<file path="src/rtl/assert_macros.svh">
// Assertion macros shared by the RTL of the cubic segment evaluator.
// Depends on nothing; users must have clk and rst_n in scope.
`ifndef ASSERT_MACROS_SVH
`define ASSERT_MACROS_SVH
`ifndef SYNTHESIS
`define CSE_ASSERT(lbl, prop, msg) \
  lbl: assert property (@(posedge clk) disable iff (!rst_n) prop) else $error(msg);
`define CSE_ASSERT_NEXT(lbl, ante, cons, msg) \
  lbl: assert property (@(posedge clk) disable iff (!rst_n) (ante) |=> (cons)) else $error(msg);
`else
`define CSE_ASSERT(lbl, prop, msg)
`define CSE_ASSERT_NEXT(lbl, ante, cons, msg)
`endif
`endif

</file>
<file path="src/rtl/cse_pkg.sv">
// Shared types and constants for the cubic segment evaluator.
// No dependencies.
package cse_pkg;

  typedef enum logic [1:0] {
    BASIS_BEZIER  = 2'd0,
    BASIS_BSPLINE = 2'd1,
    BASIS_CATMULL = 2'd2
  } basis_t;

  // control that travels with each item down the pipeline
  typedef struct packed {
    logic   valid;
    logic   neg;
    basis_t basis;
  } ctl_t;

  // stages per Horner step: magnitude, multiply, combine
  localparam int STEP_LAT = 3;

  // divide by 3, one 8-bit digit per stage
  localparam int DIGIT_W   = 8;
  localparam int REM_W     = 2;
  localparam int DV_W      = DIGIT_W + REM_W;
  localparam int DPROD_W   = 2 * DV_W;
  localparam int DIV3_SHIFT = 11;
  // ceil(2^11 / 3): exact floor(v/3) for every v below 2^11
  localparam logic [DV_W-1:0] DIV3_RECIP = DV_W'(683);

endpackage

</file>
<file path="src/rtl/cse_horner_step.sv">
// One Horner step: acc_o = R(acc_i * t) + k_i, in three register stages.
// Depends on cse_pkg.
module cse_horner_step import cse_pkg::*; #(
  parameter int AW = 38,
  parameter int TF = 16
) (
  input  logic                 clk,
  input  logic                 rst_n,
  input  ctl_t                 ctl_i,
  input  logic signed [AW-1:0] acc_i,
  input  logic [TF:0]          t_i,
  input  logic signed [AW-1:0] k_i,
  output ctl_t                 ctl_o,
  output logic signed [AW-1:0] acc_o
);

  localparam int MW  = AW - 1;
  localparam int HW  = MW - TF;
  localparam int TW  = TF + 1;
  localparam int PLW = TF + TW;
  localparam int PHW = HW + TW;
  localparam logic [PLW-1:0] T_HALF = PLW'(1) << (TF - 1);

  // stage A: sign and magnitude
  ctl_t                 ctl_a_r;
  logic                 neg_a_r;
  logic [MW-1:0]        mag_a_r;
  logic [TW-1:0]        t_a_r;
  logic signed [AW-1:0] k_a_r;
  logic [AW-1:0]        acc_neg;
  logic [MW-1:0]        mag_nxt;

  assign acc_neg = ~acc_i + AW'(1);
  assign mag_nxt = acc_i[AW-1] ? acc_neg[MW-1:0] : acc_i[MW-1:0];

  // stage B: split products
  ctl_t                 ctl_b_r;
  logic                 neg_b_r;
  logic [PLW-1:0]       lo_b_r;
  logic [PHW-1:0]       hi_b_r;
  logic signed [AW-1:0] k_b_r;

  // stage C: round and add
  ctl_t                 ctl_c_r;
  logic signed [AW-1:0] acc_c_r;
  logic [PLW-1:0]       lo_rnd;
  logic [PHW-1:0]       q_sum;
  logic signed [AW-1:0] q_s;
  logic signed [AW-1:0] acc_nxt;

  assign lo_rnd  = lo_b_r + T_HALF;
  assign q_sum   = hi_b_r + PHW'(lo_rnd[PLW-1:TF]);
  assign q_s     = signed'(AW'(q_sum));
  assign acc_nxt = neg_b_r ? (k_b_r - q_s) : (k_b_r + q_s);

  always_ff @(posedge clk) begin
    if (!rst_n) begin
      ctl_a_r <= '0;
      ctl_b_r <= '0;
      ctl_c_r <= '0;
    end else begin
      ctl_a_r <= ctl_i;
      ctl_b_r <= ctl_a_r;
      ctl_c_r <= ctl_b_r;
    end
  end

  always_ff @(posedge clk) begin
    neg_a_r <= acc_i[AW-1];
    mag_a_r <= mag_nxt;
    t_a_r   <= t_i;
    k_a_r   <= k_i;
    neg_b_r <= neg_a_r;
    lo_b_r  <= PLW'(mag_a_r[TF-1:0]) * PLW'(t_a_r);
    hi_b_r  <= PHW'(mag_a_r[MW-1:TF]) * PHW'(t_a_r);
    k_b_r   <= k_a_r;
    acc_c_r <= acc_nxt;
  end

  assign ctl_o = ctl_c_r;
  assign acc_o = acc_c_r;

endmodule

</file>
<file path="config.mk">
export PLATFORM = sky130hd
export DESIGN_NAME = cse_horner_step
export DESIGN_NICKNAME = d
export VERILOG_FILES = /design/src/rtl/assert_macros.svh /design/src/rtl/cse_pkg.sv /design/src/rtl/cse_horner_step.sv
export SDC_FILE = /design/constraint.sdc
export NUM_CORES = 2
export LEC_CHECK = 0
export CAP_MARGIN = 20
export CORE_MARGIN = 3
export CORE_UTILIZATION = 30
export DETAILED_ROUTE_END_ITERATION = 6
export DONT_BUFFER_PORTS = 1
export GPL_TIMING_DRIVEN = 0
export SETUP_SLACK_MARGIN = 0.1
export SLEW_MARGIN = 25
export SYNTH_ARGS = -nofsm -noshare
export SYNTH_HDL_FRONTEND = slang
export SYNTH_SLANG_ARGS = --single-unit
</file>
<file path="constraint.sdc">
create_clock -name clk -period 7.5 [get_ports clk]
set_input_delay 0.375 -clock clk [delete_from_list [all_inputs] [get_ports clk]]
set_output_delay 0.375 -clock clk [all_outputs]
set_load 0.02 [all_outputs]
</file>
==> results.cfg <==
[timing]
period_minus_slack_ns = 7.19
setup_violations = 0
slew_headroom_pct = 45.7
final.setup_skew_ns = 0.0391
finalHoldViolations = 0
max_freq_ghz = 0.139
worst_pin_slew_ns = 0.815
slew_violations = 0
rsz0062_at_grt = yes
finalCritPeriodShare_pct = 95.8

[grt]
antenna_found_initial = 0
global_route.usage.met3_pct = 3.56
use_met1_pct = 22.2
grtUsageTotal_pct = 16.7
grt_max_degree = 17
grt_use_met2_pct = 26.8
grt_overflow = 0
busiest_layer = met2
grt_pass1_wl_um = 133000
grt_pass1_vias = 23400

[clocking]
insertion_delay_ns = 0.63
cts_tree = built
root_buffer = clkbuf_16
clockBufferDepth = 3
cts_setup_buffers = 0
numClockSinks = 238
cts.clk_slew.worst_paths_ns = 0.06
h-tree-depth = 1
cts_buffers = 30

[finish]
final_nets = 4263
drive_gt1_share_pct = 5.20
layout_common_cells = 595 x inv_1, 505 x nand2_1, 493 x fa_1
final_common_cell = inv_1
fillCellCount = 9960
final_util_pct = 34.5
areaGrowthSynthToFinish_pct = 13.4

[logic_synthesis]
avgSynthCellArea_um2 = 9.07
netlist_top_cells_area = fa_1 33%, dfxtp_1 16%, ha_1 12%
synth_ff_type = dfxtp_1
syn-cell-area_mm2 = 0.0296
synth_edf_count = 0
synth_seq_cells = 238
synth_cell_type_count = 76
synth_seq_area_share_pct = 16.1
ys_async_sr_fraction_pct = 0
synth_top_cell_by_area = fa_1
yosysWarningCount = 0
syn-num-nets = 4125
synth_top_area_share_pct = 33.4
netlist_instances = 3259

[drt]
routed-via-count = 22200
drc = 0
drt_iter0_drc = 1397
vias_per_cell = 4.72
dr.pass1.iters = 6
ant_nets = 0
wire_per_inst_um = 18.1
wl_um = 85000

[floorplanning]
start_util_pct = 30.4
die_area_mm2 = 0.102
num_io_pins = 141
core_mm2 = 0.0971
fp.dieW_um = 320
die_h_um = 320
rows = 114

[worst_setup_path]
cp_cell_sequence = clkbuf_2 > nand2_1 > fa_1 > inv_1 > fa_1 > inv_1 > fa_1 > inv_1 > fa_1 > inv_1 > fa_1 > inv_1 > fa_1 > ha_1 > nand2_1 > a2bb2oi_1 > a21oi_1 > o31a_1 > a41oi_2 > o21ai_1 > o41a_1 > a41o_1 > o41ai_1 > xnor2_1
slowest_stage = dfxtp_1
cpMostUsedCell = fa_1
slowest_delay_ns = 0.67
worst-path-max-fanout = 10
end_kind = flop
reg2reg_slack_ns = 0.31
crit_type = flop to flop
crit_arrival_ns = 7.70
critical_path.top_delay_family = adder cells
crit_required_ns = 8.01
cp-start-kind = flop
crit_buf_inv = 6

[placed_design]
routabilityCongestion = 0.928
post-dp-hpwl_um = 69100
io_buffers = 0

[run_status]
status = finished clean

[worst_hold_path]
hold_class = input port to flop

[flow_run]
timing.max_cap.violations = 0
cell type report:
class | instances | area, µm² | share of cell area, %
antenna | 7 | 17.5 | 0.0523
clock inverter | 18 | 253 | 0.754
buffer | 131 | 612 | 1.83
timing repair buffer | 113 | 1130 | 3.38
clock buffer | 38 | 821 | 2.45
multi-input combinational | 2288 | 22100 | 65.9
tap | 1276 | 1600 | 4.76
inverter | 595 | 2230 | 6.66
sequential | 238 | 4780 | 14.3
per-layer routing:
| metal | part of all wire, % | routed length [µm] |
|---|---|---|
| met4 | 4.2 | 3550 |
| met1 | 44 | 37300 |
| met5 | 0 | 0 |
| met2 | 44 | 37300 |
| met3 | 8.0 | 6800 |
cells by family after synthesis:
group / synth area share [%]
fa+ha+maj: 45.0
xor+xnor: 5.75
simple gates: 16.0
buf+inv: 9.32
flops: 16.1
compound gates: 7.76
mux: 0.0339
sequential cells by signal, indices dropped and copies added (netlist names):
signal and flops:
ctl_b_r 4, ctl_o 4, hi_b_r 38, t_a_r 17
ctl_a_r 4, acc_o 38, k_b_r 38, k_a_r 38
neg_b_r 1, mag_a_r 37, lo_b_r 18, neg_a_r 1
stage by stage:
stage | std cells | TNS, ns | instance area [µm²] | setup slack (ns) | hold WS, ns
detailed placement | 4535 | -6.13 | 31200 | -0.721 | 0.312
global placement | 4535 | -6.30 | 31200 | -0.742 | 0.312
global route | 4697 | 0 | 33500 | 0.0127 | 0.0514
finish | 4704 | 0 | 33500 | 0.314 | 0.0544
floorplan | 3259 | 0 | 29600 | 0.946 | 0.310
CTS | 4697 | 0 | 33400 | 0.100 | 0.00560
synthesized netlist by cell type (all sizes together) (29+ instances only):
| library cell | n |
|---|---|
| a21o | 45 |
| a21oi | 106 |
| and2 | 210 |
| and3 | 29 |
| clkbuf | 135 |
| dfxtp | 238 |
| fa | 493 |
| ha | 274 |
| inv | 595 |
| nand2 | 505 |
| nand3 | 37 |
| nor2 | 85 |
| o21ai | 62 |
| xnor2 | 125 |
| xor2 | 69 |
worst reg2reg max path: stages, from the launching register on:
cell and delay, ns:
dfxtp_1 0.67, clkbuf_2 0.40, nand2_1 0.13, fa_1 0.55
inv_1 0.05, fa_1 0.48, inv_1 0.05, fa_1 0.48
inv_1 0.05, fa_1 0.50, inv_1 0.07, fa_1 0.47
inv_1 0.05, fa_1 0.46, ha_1 0.39, nand2_1 0.11
a2bb2oi_1 0.22, a21oi_1 0.12, o31a_1 0.26, a41oi_2 0.23
o21ai_1 0.15, o41a_1 0.41, a41o_1 0.26, o41ai_1 0.32
xnor2_1 0.19
final timing paths:
| kind | startpoint | to | cells past startpoint |
|---|---|---|---|
| setup / recovery | mag_a_r[20]$_DFF_P_ | hi_b_r[36]$_DFF_P_ | 24 |
| hold / removal | acc_i[26] | mag_a_r[31]$_DFF_P_ | 3 |
| setup reg to reg | mag_a_r[20]$_DFF_P_ | hi_b_r[36]$_DFF_P_ | 24 |
| hold reg to reg | k_a_r[31]$_DFF_P_ | k_b_r[31]$_DFF_P_ | 0 |
repair_timing:
action / in CTS / in global routing
endpoints found under the setup margin: 21 / 14
resized for setup: 62 / 84
hold endpoints to repair: 98 / 0
hold buffers: 113 / 0
Power is left out: the tool's default activity adds up to more than one toggle a clock period on the data nets, which glitch-free logic cannot reach.
