## config.mk

```make
export PLATFORM = sky130hd
export DESIGN_NAME = cse_div3
export DESIGN_NICKNAME = d
export VERILOG_FILES = /design/src/rtl/assert_macros.svh /design/src/rtl/cse_pkg.sv /design/src/rtl/cse_div3.sv
export SDC_FILE = /design/constraint.sdc
export NUM_CORES = 1
export LEC_CHECK = 0
export ABC_AREA = 1
export BUFFER_PORTS_ARGS = -buffer_cell sky130_fd_sc_hd__buf_2
export CORE_UTILIZATION = 40
export DETAILED_ROUTE_END_ITERATION = 8
export HOLD_SLACK_MARGIN = 0.03
export SETUP_SLACK_MARGIN = 0.05
export SYNTH_ARGS = -nofsm -noshare
export SYNTH_HDL_FRONTEND = slang
export SYNTH_SLANG_ARGS = --single-unit
```

## constraint.sdc

```tcl
create_clock -name clk -period 4.3 [get_ports clk]
set_input_delay 0.86 -clock clk [delete_from_list [all_inputs] [get_ports clk]]
set_output_delay 0.86 -clock clk [all_outputs]
set_load 0.05 [all_outputs]
```

## src/rtl/assert_macros.svh

```systemverilog
// Assertion macros shared by the RTL of the cubic segment evaluator.
// Depends on nothing; users must have clk and rst_n in scope.
`ifndef ASSERT_MACROS_SVH
`define ASSERT_MACROS_SVH
`ifndef SYNTHESIS
`define CSE_ASSERT(lbl, prop, msg) \
  lbl: assert property (@(posedge clk) disable iff (!rst_n) prop) else $error(msg);
`define CSE_ASSERT_NEXT(lbl, ante, cons, msg) \
  lbl: assert property (@(posedge clk) disable iff (!rst_n) (ante) |=> (cons)) else $error(msg);
`else
`define CSE_ASSERT(lbl, prop, msg)
`define CSE_ASSERT_NEXT(lbl, ante, cons, msg)
`endif
`endif

```

## src/rtl/cse_pkg.sv

```systemverilog
// Shared types and constants for the cubic segment evaluator.
// No dependencies.
package cse_pkg;

  typedef enum logic [1:0] {
    BASIS_BEZIER  = 2'd0,
    BASIS_BSPLINE = 2'd1,
    BASIS_CATMULL = 2'd2
  } basis_t;

  // control that travels with each item down the pipeline
  typedef struct packed {
    logic   valid;
    logic   neg;
    basis_t basis;
  } ctl_t;

  // stages per Horner step: magnitude, multiply, combine
  localparam int STEP_LAT = 3;

  // divide by 3, one 8-bit digit per stage
  localparam int DIGIT_W   = 8;
  localparam int REM_W     = 2;
  localparam int DV_W      = DIGIT_W + REM_W;
  localparam int DPROD_W   = 2 * DV_W;
  localparam int DIV3_SHIFT = 11;
  // ceil(2^11 / 3): exact floor(v/3) for every v below 2^11
  localparam logic [DV_W-1:0] DIV3_RECIP = DV_W'(683);

endpackage

```

## src/rtl/cse_div3.sv

```systemverilog
// Pipelined divide by 3, one digit per stage from the top, passes x along.
// Depends on cse_pkg.
module cse_div3 import cse_pkg::*; #(
  parameter int XW = 37
) (
  input  logic          clk,
  input  logic          rst_n,
  input  ctl_t          ctl_i,
  input  logic [XW-1:0] x_i,
  output ctl_t          ctl_o,
  output logic [XW-1:0] x_o,
  output logic [XW-1:0] quot_o
);

  localparam int ND  = (XW + DIGIT_W - 1) / DIGIT_W;
  localparam int XPW = ND * DIGIT_W;

  ctl_t             ctl_r  [ND];
  logic [XPW-1:0]   x_r    [ND];
  logic [XPW-1:0]   quot_r [ND];
  logic [REM_W-1:0] rem_r  [ND];

  for (genvar j = 0; j < ND; j++) begin : g_digit
    ctl_t             cs;
    logic [XPW-1:0]   xs;
    logic [XPW-1:0]   qs;
    logic [REM_W-1:0] rs;
    logic [DV_W-1:0]  v;
    logic [DPROD_W-1:0] prod;
    logic [DIGIT_W-1:0] qd;
    logic [DV_W-1:0]  q3;
    logic [DV_W-1:0]  rv;
    logic [XPW-1:0]   qn;

    if (j == 0) begin : g_first
      assign cs = ctl_i;
      assign xs = XPW'(x_i);
      assign qs = '0;
      assign rs = '0;
    end else begin : g_next
      assign cs = ctl_r[j-1];
      assign xs = x_r[j-1];
      assign qs = quot_r[j-1];
      assign rs = rem_r[j-1];
    end

    assign v    = {rs, xs[XPW-1-DIGIT_W*j -: DIGIT_W]};
    assign prod = DPROD_W'(v) * DPROD_W'(DIV3_RECIP);
    assign qd   = prod[DIV3_SHIFT +: DIGIT_W];
    assign q3   = {1'b0, qd, 1'b0} + {2'b00, qd};
    assign rv   = v - q3;

    always_comb begin
      qn = qs;
      qn[XPW-1-DIGIT_W*j -: DIGIT_W] = qd;
    end

    always_ff @(posedge clk) begin
      if (!rst_n) begin
        ctl_r[j] <= '0;
      end else begin
        ctl_r[j] <= cs;
      end
    end

    always_ff @(posedge clk) begin
      x_r[j]    <= xs;
      quot_r[j] <= qn;
      rem_r[j]  <= rv[REM_W-1:0];
    end
  end

  assign ctl_o  = ctl_r[ND-1];
  assign x_o    = x_r[ND-1][XW-1:0];
  assign quot_o = quot_r[ND-1][XW-1:0];

endmodule

```

==> results.md, run 1 <==
* Root Buffer: clkbuf_16
* Fin util at 50.62%
* First DRT Iteration DRCs at between 200 and 250
* Final hold vios at 0
* WL/cell at 12.94 um
* Hold buffers post-CTS at 0
* Overflow left after global routing at 0
* CTS tree: built
* CP max FO at 4
* Share of cells above drive strength 1 at 22.76%
* Post-route DRC at 0
* Number of global-route vias before repair at 10180
* Core Area at about 37000 um^2
* Fin. max-slew vios at 0
* WP data required at roughly 4.7 ns
* Synth Net Count at 1854
* Largest net degree at the start of global routing at 21
* Mean Syn Cell Area at 10.12 um^2
* Synthesized flop and latch total at 313
* FILL cells at 3382
* Unrepaired setup endpoints after global routing: yes
* Total CTS buffers at 34
* WS Path Type: reg2reg
* Clock sink count at around 310
* Antenna violations before repair at 0
* Die W at 194.7 um
* # IOs at between 100 and 150
* Final period util at 103.2%
* Layout Skew at about 0.016 ns
* Seq/Total Area, Yosys at between 40% and 50%
* # diodes at 0
* GR peak layer: met2
* Multi-input logic area at 8127 um^2
* Initial core utilization at 40.59%
* Status: finished with violations
* GR Util met1 at 19.75%
* MaxCap Viol Count at 0
* Crit start category: flop
* Die height at 194.7 um
* Tightest hold margin at 0.3189 ns
* First-pass GRT wire length at approximately 48 mm
* Core Rows at 70
* Global Route Usage Sum at 15.61%
* Die area at 37920 um^2
* Routed wire length at around 28 mm
* Clock-pin slew on the worst setup and hold paths at 0.06 ns
* Setup slack after layout at -0.1387 ns
* Post-Synthesis Cells at 1469
* Count of final setup violators at 2
* Synth warnings at 0
* IO buf count at 119
* Failing checks: setup timing
* Min-delay worst type: reg2reg
* Met3 Use GR at roughly 2.8%
* Layout Nets at 2091
* FMAX at 0.2253 GHz
* Unique masters post-synth at 41
* Fin Setup TNS at -0.2179 ns
* Flop2flop setup slack at -0.14 ns
* Cell area after synthesis at 14860 um^2
* Remaining antenna violation count at 0
* Vias at 9710
* Synthesis-to-layout area growth at 24.71%
* First-pass DRT Iterations at 5
* Critical Path AT at 4.85 ns
* FF/Latch Area at 6311 um^2
* Clock insertion delay at the later pin of the skew report at between 0.5 and 0.6 ns
* Placer Congestion at a little under 0.9
* Met2 Use GR at 26.40%
* CP endpoint kind: flop
* Clock buffer depth at 3
* H-tree lvl count at 2
* Hpwl dp at 22.51 mm
* Minimum clock period at between 4 and 5 ns
* Vias per cell at ~4.4
## worst max-delay path, stage by stage (launching register included)
cell	delay (ns)
dfxtp_4	0.35
ha_4	0.25
ha_4	0.26
inv_2	0.03
fa_1	0.50
inv_1	0.05
fa_1	0.47
inv_1	0.05
fa_1	0.49
inv_2	0.05
ha_4	0.23
nand2_2	0.06
nand2_2	0.07
a21oi_4	0.18
nand3_2	0.10
nand2_2	0.09
nand2_2	0.08
ha_4	0.28
inv_2	0.04
ha_4	0.15
nor2_4	0.09
xor2_2	0.17
nand3_2	0.09
nand2_1	0.07
nand2_1	0.05
nand2_1	0.06
inv_1	0.04
## sequential cells by signal, indices dropped and copies added, names as in the netlist
signal / flops
ctl_r: 20
quot_r: 100
x_r: 185
rem_r: 8
## cell families after synthesis
group,count (synthesis),share of synthesized area [%]
and+or+nand+nor,382,10.95
adders and majority gates,342,33.29
DFF,313,42.17
buffers and inverters,296,7.503
AOI/OAI and AO/OA,99,3.840
xor gates and xnor gates,36,2.223
other,1,0.02524
## synth_stat cells
cell	number	share of area [%]
dfxtp_1	313	42
inv_1	289	7.3
ha_1	253	21
nand2_1	237	6.0
fa_1	89	12
nor2_1	51	1.3
a21oi_1	49	1.7
nand3_1	43	1.4
o21ai_0	22	0.74
xor2_1	22	1.3
xnor2_1	13	0.77
nand4_1	12	0.51
nor3_1	12	0.40
nand2_2	8	0.34
a21o_1	5	0.25
nand3b_1	5	0.25
a211oi_1	4	0.20
nand3_2	4	0.27
nor2_2	4	0.17
a21oi_2	3	0.18
inv_2	3	0.076
o21ai_1	3	0.10
clkbuf_1	2	0.051
nor4_1	2	0.084
o211ai_1	2	0.10
o21bai_1	2	0.10
o31ai_1	2	0.10
or2_1	2	0.084
a21boi_1	1	0.051
a21boi_2	1	0.076
a22oi_1	1	0.051
a31oi_1	1	0.042
and3_1	1	0.042
buf_4	1	0.051
clkinv_1	1	0.025
conb_1	1	0.025
nor2_4	1	0.076
o211a_1	1	0.067
o21a_1	1	0.051
o21bai_2	1	0.076
xor3_1	1	0.16
## through the flow
step | std cells | worst slack (ns) | instance area [um^2]
2_1_floorplan | 1469 | 0.03662 | 15140
3_3_place_gp | 2113 | -0.1264 | 16760
3_5_place_dp | 2113 | -0.2325 | 16760
4_1_cts | 2203 | -0.1841 | 18270
5_1_grt | 2199 | -0.3863 | 18530
6_report | 2199 | -0.1387 | 18530
## cells in the final DEF, fill, tap and decap left out, types with 23 or more instances in the layout
cell,count
ha_4,36
ha_1,212
nand2_1,216
buf_4,81
dfxtp_1,293
nand3_1,38
buf_2,119
fa_1,89
nand2_2,23
nor2_1,47
clkbuf_16,34
a21oi_1,46
inv_1,279
## layer usage
layer	share of wire (%)	up-vias
met5	0	-
met2	47	132
met4	2.9	0
met3	3.3	54
li1	-	5107
met1	46	4417
## path summary, 6_finish.rpt
path / startpoint / endpoint / cells after the start
hold reg to reg: quot_r[0][143] / quot_r[0][183] / 0
hold / removal: quot_r[0][143] / quot_r[0][183] / 0
setup / recovery: x_r[0][95] / rem_r[0][7] / 26
setup reg to reg: x_r[0][95] / rem_r[0][7] / 26
## what timing repair did
item                                    CTS  global route
pin swaps                                31            37
endpoints found under the setup margin    3            18
cloned                                    0             0
gates resized for setup                  28            61
buffers inserted                         29             3
## area by class of cell
class | instances | share of cell area [%]
multi-input combinational | 860 | 43.86
sequential | 313 | 34.06
timing repair buffer | 204 | 6.739
inverter | 293 | 5.949
clock buffer | 41 | 4.895
tap | 468 | 3.160
clock inverter | 20 | 1.344
Power of run 1 is left out: the tool's default activity adds up to more than one toggle a clock period on the data nets, which glitch-free logic cannot reach.
==> run 2: changes to the inputs <==
--- a/config.mk
+++ b/config.mk
@@ -7,6 +7,7 @@
 export LEC_CHECK = 0
 export ABC_AREA = 1
 export BUFFER_PORTS_ARGS = -buffer_cell sky130_fd_sc_hd__buf_2
+export CORE_MARGIN = 2
 export CORE_UTILIZATION = 40
 export DETAILED_ROUTE_END_ITERATION = 8
 export HOLD_SLACK_MARGIN = 0.03
==> constraint.sdc (replaced) <==
create_clock -name clk -period 4.8 [get_ports clk]
set_input_delay 0.96 -clock clk [delete_from_list [all_inputs] [get_ports clk]]
set_output_delay 0.96 -clock clk [all_outputs]
set_load 0.05 [all_outputs]
==> run 2 against run 1 <==
Compared with the run above: the flow now finishes without violations; die area up 2.1%; register-to-register slack improved by 0.36 ns; flip-flop and latch count unchanged; clock skew grew 0.0029 ns; clock-buffer cell count increased by 2; sequential share of layout area is 1.2 points higher; first-iteration DRC count is 17% higher; non-clock buffer count decreased by 54; design area down 4.0%; final cell count is 2.5% lower; critical path depth fell by 3; critical endpoint unchanged.
==> results.md, run 2 (synthesis results as in run 1) <==
* MaxCap Viol Count at 0
* Number of global-route vias before repair at roughly 9800
* Layout Nets at between 2000 and 2500
* First DRT Iteration DRCs at 266
* Clock-pin slew on the worst setup and hold paths at roughly 0.06 ns
* Largest net degree at the start of global routing at 21
* Die area at around 39000 um^2
* WL/cell at 12.91 um
* Post-route DRC at 0
* Hpwl dp at 22.12 mm
* Most frequent cells in the layout: 304 x dfxtp_1, 285 x inv_1, 230 x ha_1
* Fin. max-slew vios at 0
* Vias at 9604
* CTS tree: built
* Count of final setup violators at 0
* Die height at 196.7 um
* # IOs at 121
* DP Worst Slack at -0.05212 ns
* Die W at 196.7 um
* IO buf count at 119
* Core Rows at 70
* Minimum clock period at 4.576 ns
* Share of cells above drive strength 1 at 17.12%
* Clock sink count at between 300 and 400
* WP data required at 5.23 ns
* Antenna violations before repair at 0
* FILL cells at 3407
* Critical Path AT at 5.01 ns
* Clock insertion delay at the later pin of the skew report at between 0.5 and 0.6 ns
* CP endpoint kind: flop
* Unrepaired setup endpoints after global routing: yes
* Layout Skew at 0.01915 ns
* First-pass DRT Iterations at 5
* Final period util at 95.34%
* WS Path Type: reg2reg
* Placer Congestion at 0.8670
* Clock buffer depth at 3
* Largest Register: x_r
* H-tree lvl count at 2
* Largest registers: x_r x185, quot_r x100, ctl_r x20
* Crit start category: flop
* Initial core utilization at 40.59%
* Commonest non-fill, non-tap cell in the layout: dfxtp_1
* Core Area at 36610 um^2
* Slew headroom at 65.98%
* Setup slack after layout at approximately 0.22 ns
* Number of flip-flops in the largest register at 185
* Remaining antenna violation count at 0
* Global Route Usage Sum at between 10 and 15%
* Routed wire length at 27.68 mm
* Final hold vios at 0
* Root Buffer: clkbuf_16
* FMAX at approximately 0.22 GHz
* Hold buffers post-CTS at 0
* Overflow left after global routing at 0
* CP max FO at 5
* Worst Max-Slew Pin Slew at 0.5060 ns
* Status: finished clean
* First-pass GRT wire length at 45.92 mm
* Total CTS buffers at 35
* Min-delay worst type: reg2reg
* Vias per cell at 4.479
* Synthesis-to-layout area growth at 19.75%
* Flop2flop setup slack at 0.22 ns
* # diodes at 0
-- run 2: changes by cell type in the layout (fill, tap and decap cells not counted), moves of 5 or more --
cell | previous run | this run
buf_4 | 81 | 31
dfxtp_1 | 293 | 304
dfxtp_4 | 8 | 0
ha_1 | 212 | 230
ha_4 | 36 | 21
inv_1 | 279 | 285
inv_2 | 12 | 7
inv_6 | 7 | 2
nand2_1 | 216 | 223
-- run 2: worst paths after layout --
path | end | from | cells after the start
setup / recovery | rem_r[0][7] | x_r[0][94] | 23
hold reg to reg | quot_r[0][171] | quot_r[0][131] | 0
hold / removal | quot_r[0][171] | quot_r[0][131] | 0
setup reg to reg | rem_r[0][7] | x_r[0][94] | 23
-- run 2: cell type report --
class / instances / area (um^2) / share of cell area (%)
clock buffers: 43 / 967.2 / 5.435
clock inverters: 17 / 198.9 / 1.118
inverters: 293 / 1100 / 6.181
multi-input cells: 860 / 7838 / 44.04
flip-flops and latches: 313 / 6277 / 35.28
well taps: 468 / 585.6 / 3.291
repair buffers: 150 / 828.3 / 4.655
-- run 2: per-layer routing --
| layer | routed length (um) | track usage [%] | up-vias | share of wire, % |
|---|---|---|---|---|
| met5 | 0 | 0 | - | 0 |
| met2 | 13130 | 25.22 | 153 | 47 |
| met3 | 1133 | 2.943 | 44 | 4.1 |
| met4 | 732 | 5.709 | 0 | 2.6 |
| met1 | 12670 | 18.43 | 4407 | 46 |
| li1 | - | - | 5000 | - |
-- run 2: critical path: stages (launching register included) --
cell and delay, ns:
dfxtp_2 0.38, ha_2 0.31, ha_1 0.30, ha_1 0.33
fa_1 0.52, inv_1 0.06, fa_1 0.49, inv_1 0.04
ha_1 0.38, nand2_4 0.09, nor2_4 0.11, nand3_2 0.11
nand4_1 0.15, nand2_2 0.10, ha_4 0.28, inv_1 0.03
ha_1 0.18, nor2_2 0.11, xor2_1 0.19, nand3_1 0.12
nand2_1 0.07, nand2_1 0.05, nand2_1 0.05, inv_1 0.03
-- run 2: through the flow --
step	util, %	TNS, ns	hold WS (ns)	instances	cell area [um^2]
2_1_floorplan	-	0	0.3096	1469	14860
3_3_place_gp	44.22	0	0.3099	2075	16190
3_5_place_dp	44.22	-0.05212	0.3121	2075	16190
4_1_cts	47.49	0	0.3174	2135	17390
5_1_grt	48.61	-0.008702	0.3244	2144	17790
6_report	48.61	0	0.3183	2144	17790
-- run 2: timing repair --
action,in CTS,in global routing
setup buffers,0,9
resized for setup,5,56
pin swaps,6,34
setup endpoints to repair,2,3
Power of run 2 is left out for the same reason.
==> run 3: changes to the inputs <==
--- a/config.mk
+++ b/config.mk
@@ -9,6 +9,7 @@
 export BUFFER_PORTS_ARGS = -buffer_cell sky130_fd_sc_hd__buf_2
 export CORE_MARGIN = 2
 export CORE_UTILIZATION = 40
+export CTS_BUF_LIST = sky130_fd_sc_hd__clkbuf_8
 export DETAILED_ROUTE_END_ITERATION = 8
 export HOLD_SLACK_MARGIN = 0.03
 export SETUP_SLACK_MARGIN = 0.05
==> run 3 against run 2 <==
Compared with the run above: critical path depth increased by 3; via count increased by 1.2%; clock skew increased by 0.0042 ns; die area unchanged; routed wire length increased by 1.0%; sequential share of layout area increased by 0.11 points; clock-buffer cell count increased by 20; critical path type unchanged; highest routed layer unchanged.
==> results.md, run 3 (synthesis results as in run 1) <==
* Global Route Usage Sum at 14.83%
* WS Path Type: reg2reg
* Initial core utilization at 40.59%
* Synthesis-to-layout area growth at 19.43%
* Crit path max-delay family: adder cells
* Final hold vios at 0
* MaxCap Viol Count at 0
* Met1 wire length at 12.83 mm
* FMAX at 0.2176 GHz
* # IOs at 121
* Placed cells at 2075
* Flop2flop setup slack at 0.21 ns
* H-tree lvl count at 2
* Antenna violations before repair at 0
* Critical hold path startpoint: x_r[0][135]
* Reg2Reg Depth at 26
* Die W at 196.7 um
* Share of cells above drive strength 1 at 18.14%
* Die height at 196.7 um
* Worst Max-Slew Pin Slew at 0.5101 ns
* Min-delay worst type: reg2reg
* Crit start category: flop
* Placer Congestion at 0.8670
* Critical path's largest stage delay at about 0.53 ns
* Hpwl dp at 22.12 mm
* Clock-pin slew on the worst setup and hold paths at 0.07 ns
* Buffers plus inverters on the worst setup path at 6
* Status: finished clean
* Routed wl met2 at 13.10 mm
* Layout Skew at roughly 0.023 ns
* Number of global-route vias before repair at 9938
* CP max FO at 4
* Commonest non-fill, non-tap cell in the layout: dfxtp_1
* Fin. max-slew vios at 0
* Largest registers: x_r x185, quot_r x100, ctl_r x20
* IO buf count at roughly 120
* Finished Layout Cells at 2177
* WP data required at roughly 5.3 ns
* Count of final setup violators at 0
* Final period util at 95.72%
* Post-route DRC at 0
* First-pass GRT wire length at 46.28 mm
* Die area at 38710 um^2
* Layout Nets at 2053
* CP endpoint kind: flop
* Routed wire length at ~28 mm
* Tightest hold margin at 0.3159 ns
* Highest routed layer: met4
* Vias at 9715
* Clock sink count at about 310
* Fin util at 48.47%
* Clock buffer depth at 3
* Most frequent cells in the layout: 304 x dfxtp_1, 295 x inv_1, 231 x ha_1
* Reg2reg start: x_r[0][95]
* Clock insertion delay at the later pin of the skew report at 0.62 ns
* Critical Path AT at 5.11 ns
* Met3 WL post-DR at roughly 1.2 mm
* Hold buffers post-CTS at 0
* # diodes at 0
* Overflow left after global routing at 0
* Root Buffer: clkbuf_8
* FF-to-FF End: rem_r[0][7]
* WL/cell at 12.84 um
* Hold Path End: x_r[0][175]
* Slowest-stage cell, CP: fa_1
* Number of flip-flops in the largest register at 185
* WHS Path Cells at 0
* Slew headroom at 65.70%
* First DRT Iteration DRCs at 281
* Core Rows at 70
* Unrepaired setup endpoints after global routing: yes
* Vias per cell at 4.463
* Largest net degree at the start of global routing at 21
* Remaining antenna violation count at 0
* First-pass DRT Iterations at 5
* CTS tree: built
* Core Area at 36610 um^2
* Total CTS buffers at 50
* Largest Register: x_r
* Minimum clock period at ~4.6 ns
-- run 3: repair_timing --
action	in CTS	in global routing
pin swaps	5	35
buffers inserted	0	9
endpoints found under the setup margin	2	3
gates resized for setup	4	55
-- run 3: worst reg2reg max path: cells and delay by family, from the launching register on --
kind / cells / cell delay (ns)
compound gates: 1 / 0.16
xor+xnor: 1 / 0.19
fa+ha+maj: 8 / 2.70
buf+inv: 6 / 0.25
flops: 1 / 0.33
simple gates: 10 / 0.86
-- run 3: routing by layer --
layer  GRT usage [%]  up-vias
met5               0        -
met4           6.154        0
met3           3.012       56
met2           25.05      179
met1           18.50     4440
li1                -     5040
-- run 3: through the flow --
| stage | TNS (ns) | setup WS, ns | area [um^2] |
|---|---|---|---|
| detailed placement | -0.05212 | -0.05212 | 16190 |
| global placement | 0 | 0.05768 | 16190 |
| global route | -0.02806 | -0.02806 | 17750 |
| floorplan | 0 | 0.1042 | 14860 |
| CTS | 0 | 0.03626 | 17340 |
| finish | 0 | 0.2052 | 17750 |
-- run 3: layout make-up --
type | count | area [um^2]
fillers | 3429 | 18860
clock inverters | 30 | 265.3
flip-flops and latches | 313 | 6280
inverters | 293 | 1100
repair buffers | 150 | 828.3
clock buffers | 63 | 867.1
multi-input cells | 860 | 7820
well taps | 468 | 585.6
-- run 3: how the worst max path moves through the flow --
| stage | startpoint | to | slack [ns] | cells after the start |
|---|---|---|---|---|
| after detailed placement | x_r[0][94] | rem_r[0][7] | -0.05 | 24 |
| after CTS | x_r[0][93] | rem_r[0][7] | 0.04 | 26 |
| after global placement | x_r[0][89] | rem_r[0][7] | 0.06 | 24 |
| final | x_r[0][95] | rem_r[0][7] | 0.21 | 26 |
| after floorplan | x_r[0][89] | rem_r[0][7] | 0.10 | 24 |
| after global routing | x_r[0][95] | rem_r[0][7] | -0.03 | 26 |
Power of run 3 is left out for the same reason.
